[src/rtl/core/gbn_pkg.sv]
// ----------------------------------------------------------------------------
// gbn_pkg
// Types and constants shared by the greedy box suppression block.
// ----------------------------------------------------------------------------
`timescale 1ns / 1ps
`default_nettype none

package gbn_pkg;

  localparam int MAX_BOXES  = 64;
  localparam int COORD_BITS = 12;
  localparam int IDX_W      = $clog2(MAX_BOXES);
  localparam int CNT_W      = $clog2(MAX_BOXES + 1);
  localparam int SCORE_W    = 16;
  localparam int THR_W      = 17;
  localparam int KEPT_W     = 6;
  localparam int FRAC_W     = 16;
  localparam int AREA_W     = 2 * COORD_BITS;
  localparam int UNI_W      = AREA_W + 1;
  localparam int PROD_W     = THR_W + UNI_W;
  localparam int ADDR_W     = 3;
  localparam int DATA_W     = 32;

  localparam logic [ADDR_W-1:0] REG_THRESHOLD = 3'd0;
  localparam logic [THR_W-1:0]  THR_RESET     = 17'd32768;

  typedef struct packed {
    logic [COORD_BITS-1:0] box_height;
    logic [COORD_BITS-1:0] box_width;
    logic [COORD_BITS-1:0] box_top;
    logic [COORD_BITS-1:0] box_left;
  } box_t;

  typedef struct packed {
    logic [COORD_BITS-1:0] box_left;
    logic [COORD_BITS-1:0] box_top;
    logic [COORD_BITS-1:0] box_width;
    logic [COORD_BITS-1:0] box_height;
    logic [SCORE_W-1:0]    score;
    logic                  last_box;
  } in_item_t;

  typedef struct packed {
    logic [KEPT_W-1:0] kept_index;
    logic              last_kept;
  } out_item_t;

  typedef struct packed {
    logic done;
    logic hit;
  } iou_status_t;

  typedef enum logic [3:0] {
    ST_IDLE,
    ST_RK_LD,
    ST_RK_LAT,
    ST_RK_SWEEP,
    ST_RK_WR,
    ST_SP_RD_I,
    ST_SP_IDX,
    ST_SP_BOXA,
    ST_SP_RD_J,
    ST_SP_NX,
    ST_SP_BOXB,
    ST_SP_IOU,
    ST_FLUSH
  } state_t;

endpackage

`default_nettype wire

[src/rtl/core/gbn_iou.sv]
// ----------------------------------------------------------------------------
// gbn_iou
// Overlap test of two boxes on one shared multiplier.
// ----------------------------------------------------------------------------
`timescale 1ns / 1ps
`default_nettype none

module gbn_iou
  import gbn_pkg::*;
(
  input  wire logic        clk,
  input  wire logic        rst_n,
  input  wire logic        start,
  input  wire box_t        box_a,
  input  wire box_t        box_b,
  input  wire logic [THR_W-1:0] thr,
  output iou_status_t      status
);

  logic [COORD_BITS-1:0] iw_r, ih_r, aw_r, ah_r, bw_r, bh_r;
  logic [AREA_W-1:0]     inter_r, area_r;
  logic [UNI_W-1:0]      uni_r;
  logic [PROD_W-1:0]     prod_r;
  logic [2:0]            step_r;
  logic                  run_r;
  logic [THR_W-1:0]      opa;
  logic [UNI_W-1:0]      opb;
  logic [COORD_BITS:0]   ar, br, ab, bb, x2, y2;
  logic [COORD_BITS-1:0] x1, y1;
  logic [COORD_BITS:0]   iw, ih;
  logic [PROD_W-1:0]     lhs;

  always_comb begin
    x1 = (box_a.box_left > box_b.box_left) ? box_a.box_left : box_b.box_left;
    y1 = (box_a.box_top > box_b.box_top) ? box_a.box_top : box_b.box_top;
    ar = {1'b0, box_a.box_left} + {1'b0, box_a.box_width};
    br = {1'b0, box_b.box_left} + {1'b0, box_b.box_width};
    ab = {1'b0, box_a.box_top} + {1'b0, box_a.box_height};
    bb = {1'b0, box_b.box_top} + {1'b0, box_b.box_height};
    x2 = (ar < br) ? ar : br;
    y2 = (ab < bb) ? ab : bb;
    iw = (x2 > {1'b0, x1}) ? x2 - {1'b0, x1} : '0;
    ih = (y2 > {1'b0, y1}) ? y2 - {1'b0, y1} : '0;
  end

  always_comb begin
    opa = '0;
    opb = '0;
    case (step_r)
      3'd0: begin
        opa = THR_W'(iw_r);
        opb = UNI_W'(ih_r);
      end
      3'd1: begin
        opa = THR_W'(aw_r);
        opb = UNI_W'(ah_r);
      end
      3'd2: begin
        opa = THR_W'(bw_r);
        opb = UNI_W'(bh_r);
      end
      3'd4: begin
        opa = thr;
        opb = uni_r;
      end
      default: begin
        opa = '0;
        opb = '0;
      end
    endcase
  end

  assign lhs = PROD_W'({inter_r, {FRAC_W{1'b0}}});

  always_ff @(posedge clk) begin
    if (!rst_n) begin
      run_r       <= 1'b0;
      step_r      <= '0;
      status.done <= 1'b0;
      status.hit  <= 1'b0;
    end else begin
      status.done <= 1'b0;
      if (start) begin
        run_r  <= 1'b1;
        step_r <= '0;
      end else if (run_r) begin
        step_r <= step_r + 3'd1;
        if (step_r == 3'd5) begin
          run_r       <= 1'b0;
          status.done <= 1'b1;
          status.hit  <= lhs > prod_r;
        end
      end
    end
  end

  always_ff @(posedge clk) begin
    if (start) begin
      iw_r <= iw[COORD_BITS-1:0];
      ih_r <= ih[COORD_BITS-1:0];
      aw_r <= box_a.box_width;
      ah_r <= box_a.box_height;
      bw_r <= box_b.box_width;
      bh_r <= box_b.box_height;
    end
    prod_r <= opa * opb;
    case (step_r)
      3'd1:    inter_r <= prod_r[AREA_W-1:0];
      3'd2:    area_r  <= prod_r[AREA_W-1:0];
      3'd3:    uni_r   <= {1'b0, area_r} + {1'b0, prod_r[AREA_W-1:0]} - {1'b0, inter_r};
      default: ;
    endcase
  end

endmodule

`default_nettype wire

[config.mk]
export PLATFORM = sky130hd
export DESIGN_NAME = gbn_iou
export DESIGN_NICKNAME = d
export VERILOG_FILES = /design/src/rtl/core/gbn_pkg.sv /design/src/rtl/core/gbn_iou.sv
export SDC_FILE = /design/constraint.sdc
export NUM_CORES = 2
export LEC_CHECK = 0
export BUFFER_PORTS_ARGS = -buffer_cell sky130_fd_sc_hd__buf_2
export CORE_MARGIN = 4
export CORE_UTILIZATION = 51
export CTS_CLUSTER_DIAMETER = 80
export DETAILED_ROUTE_END_ITERATION = 8
export PLACE_DENSITY = 0.77
export SLEW_MARGIN = 40
export SYNTH_ARGS = -nofsm -noshare
export SYNTH_HDL_FRONTEND = slang
export SYNTH_SLANG_ARGS = --single-unit
[constraint.sdc]
create_clock -name clk -period 10.7 [get_ports clk]
set_input_delay 1.605 -clock clk [delete_from_list [all_inputs] [get_ports clk]]
set_output_delay 1.605 -clock clk [all_outputs]
set_load 0.01 [all_outputs]
==> impl_summary.md <==
Outcome
The run finished with clean final reports.

Synth
The summed instance area of the synthesized netlist is 26,800 µm². The commonest cells after synthesis are sky130_fd_sc_hd__inv_1 (576), sky130_fd_sc_hd__fa_1 (374), sky130_fd_sc_hd__nand2_1 (356). For this run, the register share of the synthesized area comes to around 20%.

The largest area contributor in the synthesized netlist is sky130_fd_sc_hd__fa_1. The mean cell area of the mapped netlist is 9.22 µm². The post-synth net total is 3,688. The leading register cell type out of synthesis is sky130_fd_sc_hd__edfxtp_1. The number of synthesized flops with an enable pin is 145. The total of flip-flops plus latches after synthesis is 193. The total of warnings raised by yosys is 0.

The number of cells produced by synthesis is 2,908. The share of the synthesized area in the top cell type is 27.9%. Counting distinct cell types in the post-synthesis netlist gives 71.

In the synthesized netlist the async set-or-reset flop fraction comes to 0%. In the post-synthesis netlist, the cell with the most instances is sky130_fd_sc_hd__inv_1. In the post-synthesis netlist, the biggest area contributors are sky130_fd_sc_hd__fa_1 (28%), sky130_fd_sc_hd__edfxtp_1 (16%), sky130_fd_sc_hd__ha_1 (14%).

Finish
Relative to the synthesized area, the layout overhead comes to 7.28%. The repair_antennas step left the layout with diodes totalling 0. At the end of the flow, the number of nets in the layout was between 3,000 and 4,000. The share of layout cells above drive strength 1 is 7.22%.

Job
The number of maximum-capacitance violations is 0.

Floorplanning
The initial utilization of the core area, before any placement, comes to 51.8%. The I/O pin count is around 120. The die outline area is 56,300 µm².

The core area is 51,700 µm². Measured along the x axis, the die boundary spans 237 µm. Row generation in the floorplan step produced 83 rows. The die height is 237 µm.

Worst setup path
Data on the critical path arrives at its endpoint at between 8 and 9 ns. STA classifies the critical path endpoint as a flip-flop. The slowest stage of the critical path belongs to the cell sky130_fd_sc_hd__nor2b_2. The worst-case register-to-register setup slack is 2.25 ns. The maximum net fanout on the critical path is 24. The category of cells accounting for the largest share of critical-path delay is adder cells. The count of buffer and inverter cells on the critical path is 8. By startpoint and endpoint, the worst setup path is classified as flip-flop to flip-flop. STA classifies the critical path startpoint as a flip-flop.

The endpoint required time on the critical path is 11.01 ns. The stage delay of the slowest cell on the critical path is 0.74 ns.

Drt
The number of detailed-routing iterations run before antenna repair is 6. The post-route antenna net violation count is 0. The total via count in the routed design is 20,563. After detailed routing, the number of remaining DRC violations is 0.

The number of violations reported at the end of detailed-routing iteration 0 is 1,882. The routed design has approximately 70 mm of wire. In the final routed layout, each cell accounts on average for between 15 and 20 µm.

Using the TritonRoute via totals, the vias-per-cell ratio works out to 5.60.

GRT
The number of global-route vias before repair is 21,345. The global router's overall resource usage is 25.3%. The wire length of the first global-routing pass is 113 mm.

Entering global routing, the biggest net connects 76 pins. The total overflow reported by the global router is 0. The initial antenna violation count is 2.

CTS
Clock tree synthesis inserted a total of 17 buffers. After clock tree synthesis, the clock-pin slew on the worst setup and hold paths is roughly 0.080 ns. Post-CTS timing repair inserted 0 buffers for setup.

The CTS tree is yes. The longest clock path from root to sink contains 2 buffers. The H-tree was split into 4 levels. The total of cells resized after clock tree synthesis is 0.

The number of sinks on the clock net is 193. The source-to-sink clock delay at the later pin of the worst-skew pair is 0.46 ns. The total of hold buffers inserted after clock tree synthesis is 0. The cell chosen for the clock root is sky130_fd_sc_hd__clkbuf_16.

Place
The placer congestion estimate is 1.01. The placed wire-length estimate is roughly 57 mm. During placement, the flow inserted port buffers numbering 117.

STA
Setup violations remaining at the end of the flow were counted as 0. Setup repair after global routing left no endpoint under its margin. The measured slew at the worst slew-check pin is 0.880 ns. For the final database, setup skew stands at 0.0171 ns. The worst path in the final design needs a cycle of roughly 8.5 ns, including I/O delays and setup.

The final count of pins violating max slew came to 0. The worst path uses 79.0% of the clock period. Headroom to the max-slew limit came out at 41.3%. The number of hold violations in the final report is 0. The top achievable clock speed is ~0.12 GHz. The aggregate negative setup slack is 0 ns.

Worst hold path
The tightest min-delay check is of the flip-flop to flip-flop type.
-- routing by layer --
metal | track usage, % | share of wire [%]
met5 | 0 | 0.014
met2 | 41.6 | 46
met1 | 33.5 | 41
met3 | 4.47 | 8.6
met4 | 10.2 | 4.5
-- flip-flops by register name (all words and copies together) (netlist names), 12 cells and up --
| register | count |
|---|---|
| bw_r | 12 |
| uni_r | 25 |
| prod_r | 42 |
| inter_r | 24 |
| ih_r | 12 |
| ah_r | 12 |
| iw_r | 12 |
| bh_r | 12 |
| area_r | 24 |
| aw_r | 12 |
-- per-stage QoR --
step                worst slack, ns  util, %  hold slack (ns)  cell area (µm²)  instances
floorplan                      2.78        -            0.426            26800       2908
finish                         2.25     55.6            0.459            28800       3672
global placement               2.26     54.3            0.431            28100       3637
global route                   1.70     55.6            0.462            28800       3672
detailed placement             2.38     54.4            0.436            28100       3638
CTS                            2.36     55.6            0.455            28700       3670
-- final timing paths --
| check | startpoint | to | cells past startpoint |
|---|---|---|---|
| setup / recovery | step_r[0] | prod_r[39] | 27 |
| hold / removal | prod_r[19] | inter_r[19] | 0 |
| setup reg to reg | step_r[0] | prod_r[39] | 27 |
| hold reg to reg | prod_r[19] | inter_r[19] | 0 |
-- cells in the final DEF (no fill, tap or decap), types with 55 or more instances in the layout --
| cell | count |
|---|---|
| sky130_fd_sc_hd__a21o_1 | 61 |
| sky130_fd_sc_hd__buf_2 | 117 |
| sky130_fd_sc_hd__nor2_1 | 217 |
| sky130_fd_sc_hd__inv_1 | 576 |
| sky130_fd_sc_hd__a21oi_1 | 116 |
| sky130_fd_sc_hd__ha_1 | 290 |
| sky130_fd_sc_hd__fa_1 | 374 |
| sky130_fd_sc_hd__nand2_1 | 351 |
| sky130_fd_sc_hd__o21ai_0 | 55 |
| sky130_fd_sc_hd__and2_1 | 57 |
| sky130_fd_sc_hd__edfxtp_1 | 145 |
| sky130_fd_sc_hd__xnor2_1 | 69 |
-- final cells by class --
cell class                      count  area, µm²
Multi-Input combinational cell   2047      19000
Tap cell                          680        851
Timing Repair Buffer              144        796
Inverter                          576       2160
Clock inverter                     13        144
Fill cell                        4622      23000
Sequential cell                   193       5320
Clock buffer                       19        464
-- cells by family after synthesis --
group / Yosys count / share of synthesized area, %
AND/OR/NAND/NOR: 817 / 13.5
buffers and inverters: 668 / 9.40
adder cells (fa/ha/maj): 664 / 41.5
AO/OA/AOI/OAI: 416 / 10.7
flip-flops: 193 / 19.8
XOR/XNOR: 110 / 3.59
multiplexers: 40 / 1.54
Power is not shown: default switching activity piles up to over one toggle a cycle in this logic, so the estimate is an artifact.
