--- config.mk ---
export PLATFORM = sky130hd
export DESIGN_NAME = gbn_ram
export DESIGN_NICKNAME = d
export VERILOG_FILES = /design/src/rtl/core/gbn_ram.sv
export SDC_FILE = /design/constraint.sdc
export NUM_CORES = 1
export LEC_CHECK = 0
export BUFFER_PORTS_ARGS = -buffer_cell sky130_fd_sc_hd__buf_4
export CAP_MARGIN = 20
export CELL_PAD_IN_SITES_DETAIL_PLACEMENT = 0
export CELL_PAD_IN_SITES_GLOBAL_PLACEMENT = 1
export CORE_ASPECT_RATIO = 0.75
export CORE_MARGIN = 2
export CORE_UTILIZATION = 56
export DETAILED_ROUTE_END_ITERATION = 6
export PLACE_DENSITY = 0.89
export SYNTH_ARGS = -nofsm -noshare
export SYNTH_HDL_FRONTEND = slang
export SYNTH_SLANG_ARGS = --single-unit
--- constraint.sdc ---
create_clock -name clk -period 1.9 [get_ports clk]
set_input_delay 0.095 -clock clk [delete_from_list [all_inputs] [get_ports clk]]
set_output_delay 0.095 -clock clk [all_outputs]
set_load 0.02 [all_outputs]
--- src/rtl/core/gbn_ram.sv ---
// ----------------------------------------------------------------------------
// gbn_ram
// Generic single write port, single read port RAM with registered read.
// ----------------------------------------------------------------------------
`timescale 1ns / 1ps
`default_nettype none

module gbn_ram #(
  parameter int WIDTH = 8,
  parameter int DEPTH = 64
) (
  input  wire logic                     clk,
  input  wire logic                     we,
  input  wire logic [$clog2(DEPTH)-1:0] waddr,
  input  wire logic [WIDTH-1:0]         wdata,
  input  wire logic [$clog2(DEPTH)-1:0] raddr,
  output logic      [WIDTH-1:0]         rdata
);

  logic [WIDTH-1:0] mem [DEPTH];

  always_ff @(posedge clk) begin
    if (we) begin
      mem[waddr] <= wdata;
    end
    rdata <= mem[raddr];
  end

endmodule

`default_nettype wire

==> results of run 1 <==
## how the worst max path moves through the flow
stage               end  cells after the start  startpoint
2_1_floorplan  rdata[3]                      7    raddr[1]
3_3_place_gp   rdata[1]                      6    raddr[1]
3_5_place_dp   rdata[1]                      6    raddr[1]
4_1_cts        rdata[1]                      5   mem[3][1]
5_1_grt        rdata[1]                      5   mem[3][1]
6_report       rdata[2]                      5  mem[12][2]
## routing by layer
metal | vias up | GRT usage, % | part of all wire (%)
met3 | 80 | 6.510 | 10
met1 | 5264 | 36.15 | 40
met2 | 587 | 38.04 | 47
met4 | 0 | 6.974 | 2.5
li1 | 4233 | - | -
met5 | - | 0 | 0
## final cells by class
cell class              count  share of cell area, %
flip-flops and latches    520                  66.52
multi-input cells         369                  18.90
repair buffers            149                  5.481
clock buffers              61                  5.444
well taps                 465                  2.491
clock inverters            29                  1.163
## cells in the final DEF, fill, tap and decap left out, types with 3 or more instances in the layout
master	n
a211oi_1	4
a21oi_1	3
a221oi_1	3
a22oi_1	3
buf_12	12
buf_4	134
bufinv_16	5
clkbuf_1	12
clkbuf_16	49
clkinv_1	11
clkinv_2	8
clkinvlp_4	3
dfxtp_1	8
edfxtp_1	512
mux2_2	12
mux2i_1	23
mux4_2	126
nand2_1	19
nand2b_1	7
nand3_1	13
nand3b_1	3
nor2_1	80
nor2_2	3
nor2b_1	14
nor3_1	3
o2111ai_1	3
o21ai_1	3
o221ai_1	8
o22ai_1	7
## power groups by stage
| stage | Combinational [uW] | Clock (uW) | Sequential (uW) |
|---|---|---|---|
| 2_1_floorplan | 677 | 0 | 13000 |
| 3_3_place_gp | 1250 | 0 | 13000 |
| 3_5_place_dp | 1290 | 0 | 13000 |
| 4_1_cts | 1330 | 9590 | 12700 |
| 5_1_grt | 1410 | 10000 | 12700 |
| 6_report | 1330 | 9470 | 12700 |
## state kept, by name, indices dropped and copies added (netlist names)
| signal | cells |
|---|---|
| mem | 512 |
| rdata | 8 |
## metrics by stage
step	util, %	cell area (sq um)	TNS (ns)	worst slack (ns)	hold WS, ns
6_report	65.49	23350	0	0.007156	0.08652
2_1_floorplan	-	20170	0	0.1373	0.1939
4_1_cts	65.40	23320	-0.02228	-0.02228	0.08931
3_5_place_dp	60.83	21690	-2.383	-0.5025	0.5238
3_3_place_gp	60.83	21690	-2.327	-0.4798	0.4885
5_1_grt	65.49	23350	-0.02722	-0.01802	0.1131
## cells by family after synthesis
group,synth area share [%]
mux,15.94
simple gates,3.387
flops,77.03
compound gates,2.072
buf+inv,1.570
## Yosys cell counts, types with 6 or more instances
master	count
a221oi_1	6
buf_2	11
buf_4	13
clkbuf_1	17
dfxtp_1	8
edfxtp_1	512
mux2_2	13
mux2i_1	23
mux4_2	126
nand2_1	19
nand2b_1	7
nand3_1	13
nor2_1	83
nor2b_1	14
nor3_1	7
o221ai_1	8
o22ai_1	8
## timing repair
item,CTS,global route
buffers inserted,0,0
endpoints found under the hold margin,7,0
hold buffers,2,0
gates cloned,0,0
endpoints found under the setup margin,5,4
resized for setup,10,8
pin swaps,2,4
==> results.md, run 1 <==
* Worst slew pin tran at 0.7297 ns
* CP Cell Sequence: mux4_2, mux4_2, nor2_2, nor3_1, o2bb2ai_1
* Max VDD drop at 0.9034 mV
* Final setup skew at approximately 0.027 ns
* Slowest stage delay, CP at 0.52 ns
* Syn-to-layout area delta at 15.80%
* Share of cells above drive strength 1 at 32.54%
* Max-slew violation count at 0
* Nets at 1110
* Clock Pin Slew Worst Setup and Hold Paths at 0.06 ns
* Outcome: completed
* Top Ports at 30
* CTS tree: built
* Hold Crit Class: in -> reg
* Final Critical Period at 1.893 ns
* Layout fillers at 2233
* Die H at 168.3 um
* Post-synth EDFFs at 512
* Leak at 0.007539 uW
* Syn Area/Cell at 21.45 sq um
* Tcrit/Tclk final at 99.62%
* Worst r2r path cells at 5
* DRT iter0 DRCs at 1463
* R2R Path Start: mem[12][2]
* Switching power at 4877 uW
* Cell family with most CP delay: multiplexers
* Area contributors post-synth: edfxtp_1, mux4_2, nor2_1
* Flops & latches, synth at 520
* Synthesized area at 0.02017 sq mm
* Register area share after synthesis at ~77%
* Post-Syn Instances at 940
* Synth unique cells at 40
* CTS buffer count at 48
* Worst reg2reg setup slack at between 0.007 and 0.008 ns
* Clock power frac at 40.2%
* Final setup fails at 0
* Ys flop type: edfxtp_1
* Multi-input gate area at 0.004413 sq mm
* Initial antenna violation count at 0
* Critical path type: reg -> reg
* Core Area at approximately 0.036 sq mm
* DIE AREA at 0.03756 sq mm
* H-Tree Depth at 2
* CP most frequent cell: mux4_2
* Worst setup EP type: flip-flop
* Worst skew pair latency at 0.58 ns
* Clock Tree Buf Depth at 3
* Logic pwr share at 5.7%
* Post-Layout Cell Count at 1593
* Hold Path Sink: mem[4][3]
* Synth Warn # at 0
* Cell count after placement at approximately 1500
* Worst Hold Depth at 1
* PwrDens at 1008 mW/mm^2
* CTS root buffer: clkbuf_16
* Post-DR vias/cell at 6.380
* Buf+Inv Stages, Crit Path at 0
* DRT Pass-1 Iters at 7
* FP Rows at 60
* WL per Instance at 28.38 um
* Port-buffer cells at 29
* Number of global-route vias before repair at 10212
* Switching fraction of total power at 20.71%
* Worst-path fanout max at 1
* Hold Vio Cnt, Final at 0
* Ant. Diodes at 0
* Overall Power at 23540 uW
* Initial Util at approximately 57%
* Largest net degree at the start of global routing at 65
* Seq pwr share at 54.1%
* Post-Syn Nets at 962
* DRC Markers at 0
* Worst R2R End: rdata[2]
* RSZ-0062 raised after global routing: true
* CTS sink cnt at 520
* First-pass GRT wire length at between 60 and 70 mm
* DP HPWL at 28.03 mm
* Power Internal at roughly 19000 uW
* Max Cap Viol at 0
* Total track usage at 24.87%
* Slew Limit Headroom at 51.35%
* Startpoint types: flip-flop
* Chip width at 223.1 um
* Total gr overflow at 0
* Cell taking the most area after synthesis: edfxtp_1
* Final ANT Viol Nets at 0
* Asr flop ratio synth at 0%
* Fmax achieved at 528.3 MHz
* CP required at ~2.3 ns
* Routed WL at 45.22 mm
* CP arrival at 2.32 ns
* Hold Path Origin: wdata[3]
* Via count at between 10000 and 15000
* Slowest CP cell: mux4_2
* GP Congestion at 0.8289
* Register area at 0.01553 sq mm
* Top-area cell type share of the netlist area at 76.24%
Note: power is estimated with default switching activity, not from simulation.
==> run 2, diff against run 1 <==
--- a/config.mk
+++ b/config.mk
@@ -11,9 +11,9 @@
 export CELL_PAD_IN_SITES_GLOBAL_PLACEMENT = 1
 export CORE_ASPECT_RATIO = 0.75
 export CORE_MARGIN = 2
-export CORE_UTILIZATION = 56
+export CORE_UTILIZATION = 35
 export DETAILED_ROUTE_END_ITERATION = 6
-export PLACE_DENSITY = 0.89
+export PLACE_DENSITY = 0.64
 export SYNTH_ARGS = -nofsm -noshare
 export SYNTH_HDL_FRONTEND = slang
 export SYNTH_SLANG_ARGS = --single-unit
==> results.md, run 2 (synthesized netlist as in run 1, its figures left out) <==
* Ant. Diodes at 0
* Post-DR vias/cell at 5.125
* Hold Path Origin: wdata[0]
* First-pass GRT wire length at 69.05 mm
* Area after DPL at 0.02230 sq mm
* CTS root buffer: clkbuf_16
* Most frequent cells in the layout: edfxtp_1, buf_4, mux4_2
* Routed WL at 47.01 mm
* Worst slew pin tran at about 0.75 ns
* Startpoint types: flip-flop
* Max Cap Viol at 0
* DP HPWL at 30.37 mm
* Largest net degree at the start of global routing at 65
* Setup ws final at -0.009666 ns
* Initial antenna violation count at 0
* Post-route cell area at 0.02401 sq mm
* Final setup fails at 2
* Syn-to-layout area delta at 19.05%
* DRT met1 WL at 22.82 mm
* Critical path type: reg -> reg
* DRT Pass-1 Iters at 5
* Chip width at 281.2 um
* CTS sink cnt at 520
* WL per Instance at ~24 um
* Worst-path fanout max at 1
* Uppermost layer routed: met4
* Leak at 0.007695 uW
* Clock Tree Buf Depth at 3
* Slowest CP cell: mux4_2
* Met3 WL at 3.582 mm
* Commonest non-fill, non-tap cell in the layout: edfxtp_1
* DRT iter0 DRCs at 955
* R2R Path Start: mem[29][4]
* Nets at 1136
* Crit path from: mem[29][4]
* CP arrival at around 2.4 ns
* Via count at 9912
* Total gr overflow at 0
* Share of cells above drive strength 1 at between 30% and 40%
* FP Rows at 76
* Port-buffer cells at 29
* Slew Limit Headroom at 49.98%
* Worst skew pair latency at a little under 0.6 ns
* Met2 WL at ~20 mm
* CP required at 2.36 ns
* DIE AREA at 0.05958 sq mm
* Max reg flops at 512
* CP Cell Sequence: mux4_2, mux2_4, o221a_4, nor3_2, buf_4, o32ai_2
* PwrDens at 998.8 mW/mm^2
* Die H at 211.9 um
* Hold Vio Cnt, Final at 0
* Post-route setup TNS at -0.01035 ns
* CTS tree: built
* Post-CTS setup buffers at 0
* Worst setup EP type: flip-flop
* Fmax achieved at 523.7 MHz
* Top Ports at 30
* Outcome: complete, but fails checks
* Final setup skew at 0.03641 ns
* Total track usage at 16.11%
* Final Critical Period at 1.910 ns
* H-Tree Depth at 2
* Tcrit/Tclk final at 100.5%
* Number of global-route vias before repair at about 10000
* Clock Pin Slew Worst Setup and Hold Paths at 0.07 ns
* DRC Markers at 0
* Max-slew violation count at 0
* Top reg by flops: mem
* Biggest regs: mem: 512 flops, rdata: 8 flops
* Initial Util at about a third
* CTS buffer count at 48
* Slowest stage delay, CP at 0.49 ns
* Final ANT Viol Nets at 0
* Max VDD drop at 0.7584 mV
* Core Area at 0.05715 sq mm
* Failing checks: setup timing
* Hold Crit Class: in -> reg
* GP Congestion at 0.7812
* RSZ-0062 raised after global routing: true
-- run 2: metrics by stage --
stage / hold slack (ns) / power (uW) / cells / setup slack (ns) / utilization, %
6_report: 0.06323 / 23980 / 1934 / -0.009666 / 42.01
5_1_grt: 0.07789 / 24780 / 1934 / -0.07421 / 42.01
4_1_cts: 0.06683 / 24210 / 1934 / -0.007995 / 41.95
3_5_place_dp: 0.4929 / 14360 / 1843 / -0.4233 / 39.02
3_3_place_gp: 0.4977 / 14350 / 1843 / -0.4223 / 39.02
2_1_floorplan: 0.1939 / 13660 / 940 / 0.1373 / -
-- run 2: where the power goes --
group | internal, uW | switching (uW)
Combinational | 588 | 794
Sequential | 12700 | 47.8
Clock | 5640 | 4220
Total | 18900 | 5060
-- run 2: final cells by class --
| cell class | instances | area, sq um |
|---|---|---|
| Fill cell | 4953 | 33140 |
| Sequential cell | 520 | 15530 |
| Multi-Input combinational cell | 369 | 4394 |
| Timing Repair Buffer | 175 | 1485 |
| Clock buffer | 55 | 1270 |
| Tap cell | 780 | 975.9 |
| Clock inverter | 35 | 349.1 |
-- run 2: worst max-delay path: cells and delay by family, from the launching register on --
family / cells / cell delay [ns]
buffers and inverters: 1 / 0.15
multiplexers: 2 / 0.77
flip-flops: 1 / 0.40
AND/OR/NAND/NOR: 1 / 0.15
AO/OA/AOI/OAI: 2 / 0.34
-- run 2: path summary, 6_finish.rpt --
| kind | to | slack [ns] | cells after the start |
|---|---|---|---|
| worst min register to register | rdata[4] | 0.83 | 3 |
| worst max register to register | rdata[4] | -0.01 | 6 |
| worst min-delay path | mem[37][0] | 0.06 | 1 |
| worst max-delay path | rdata[4] | -0.01 | 6 |
-- run 2: what timing repair did --
| item | CTS | global route |
|---|---|---|
| hold buffers | 1 | 0 |
| hold endpoints to repair | 7 | 0 |
| endpoints found under the setup margin | 5 | 5 |
| gates resized for setup | 10 | 6 |
| pin swaps | 1 | 1 |
-- run 2: layer usage --
metal | vias up | global-route usage (%)
met2 | 331 | 22.71
met4 | 0 | 3.282
met5 | - | 0
met1 | 5256 | 25.34
li1 | 4279 | -
met3 | 46 | 3.697
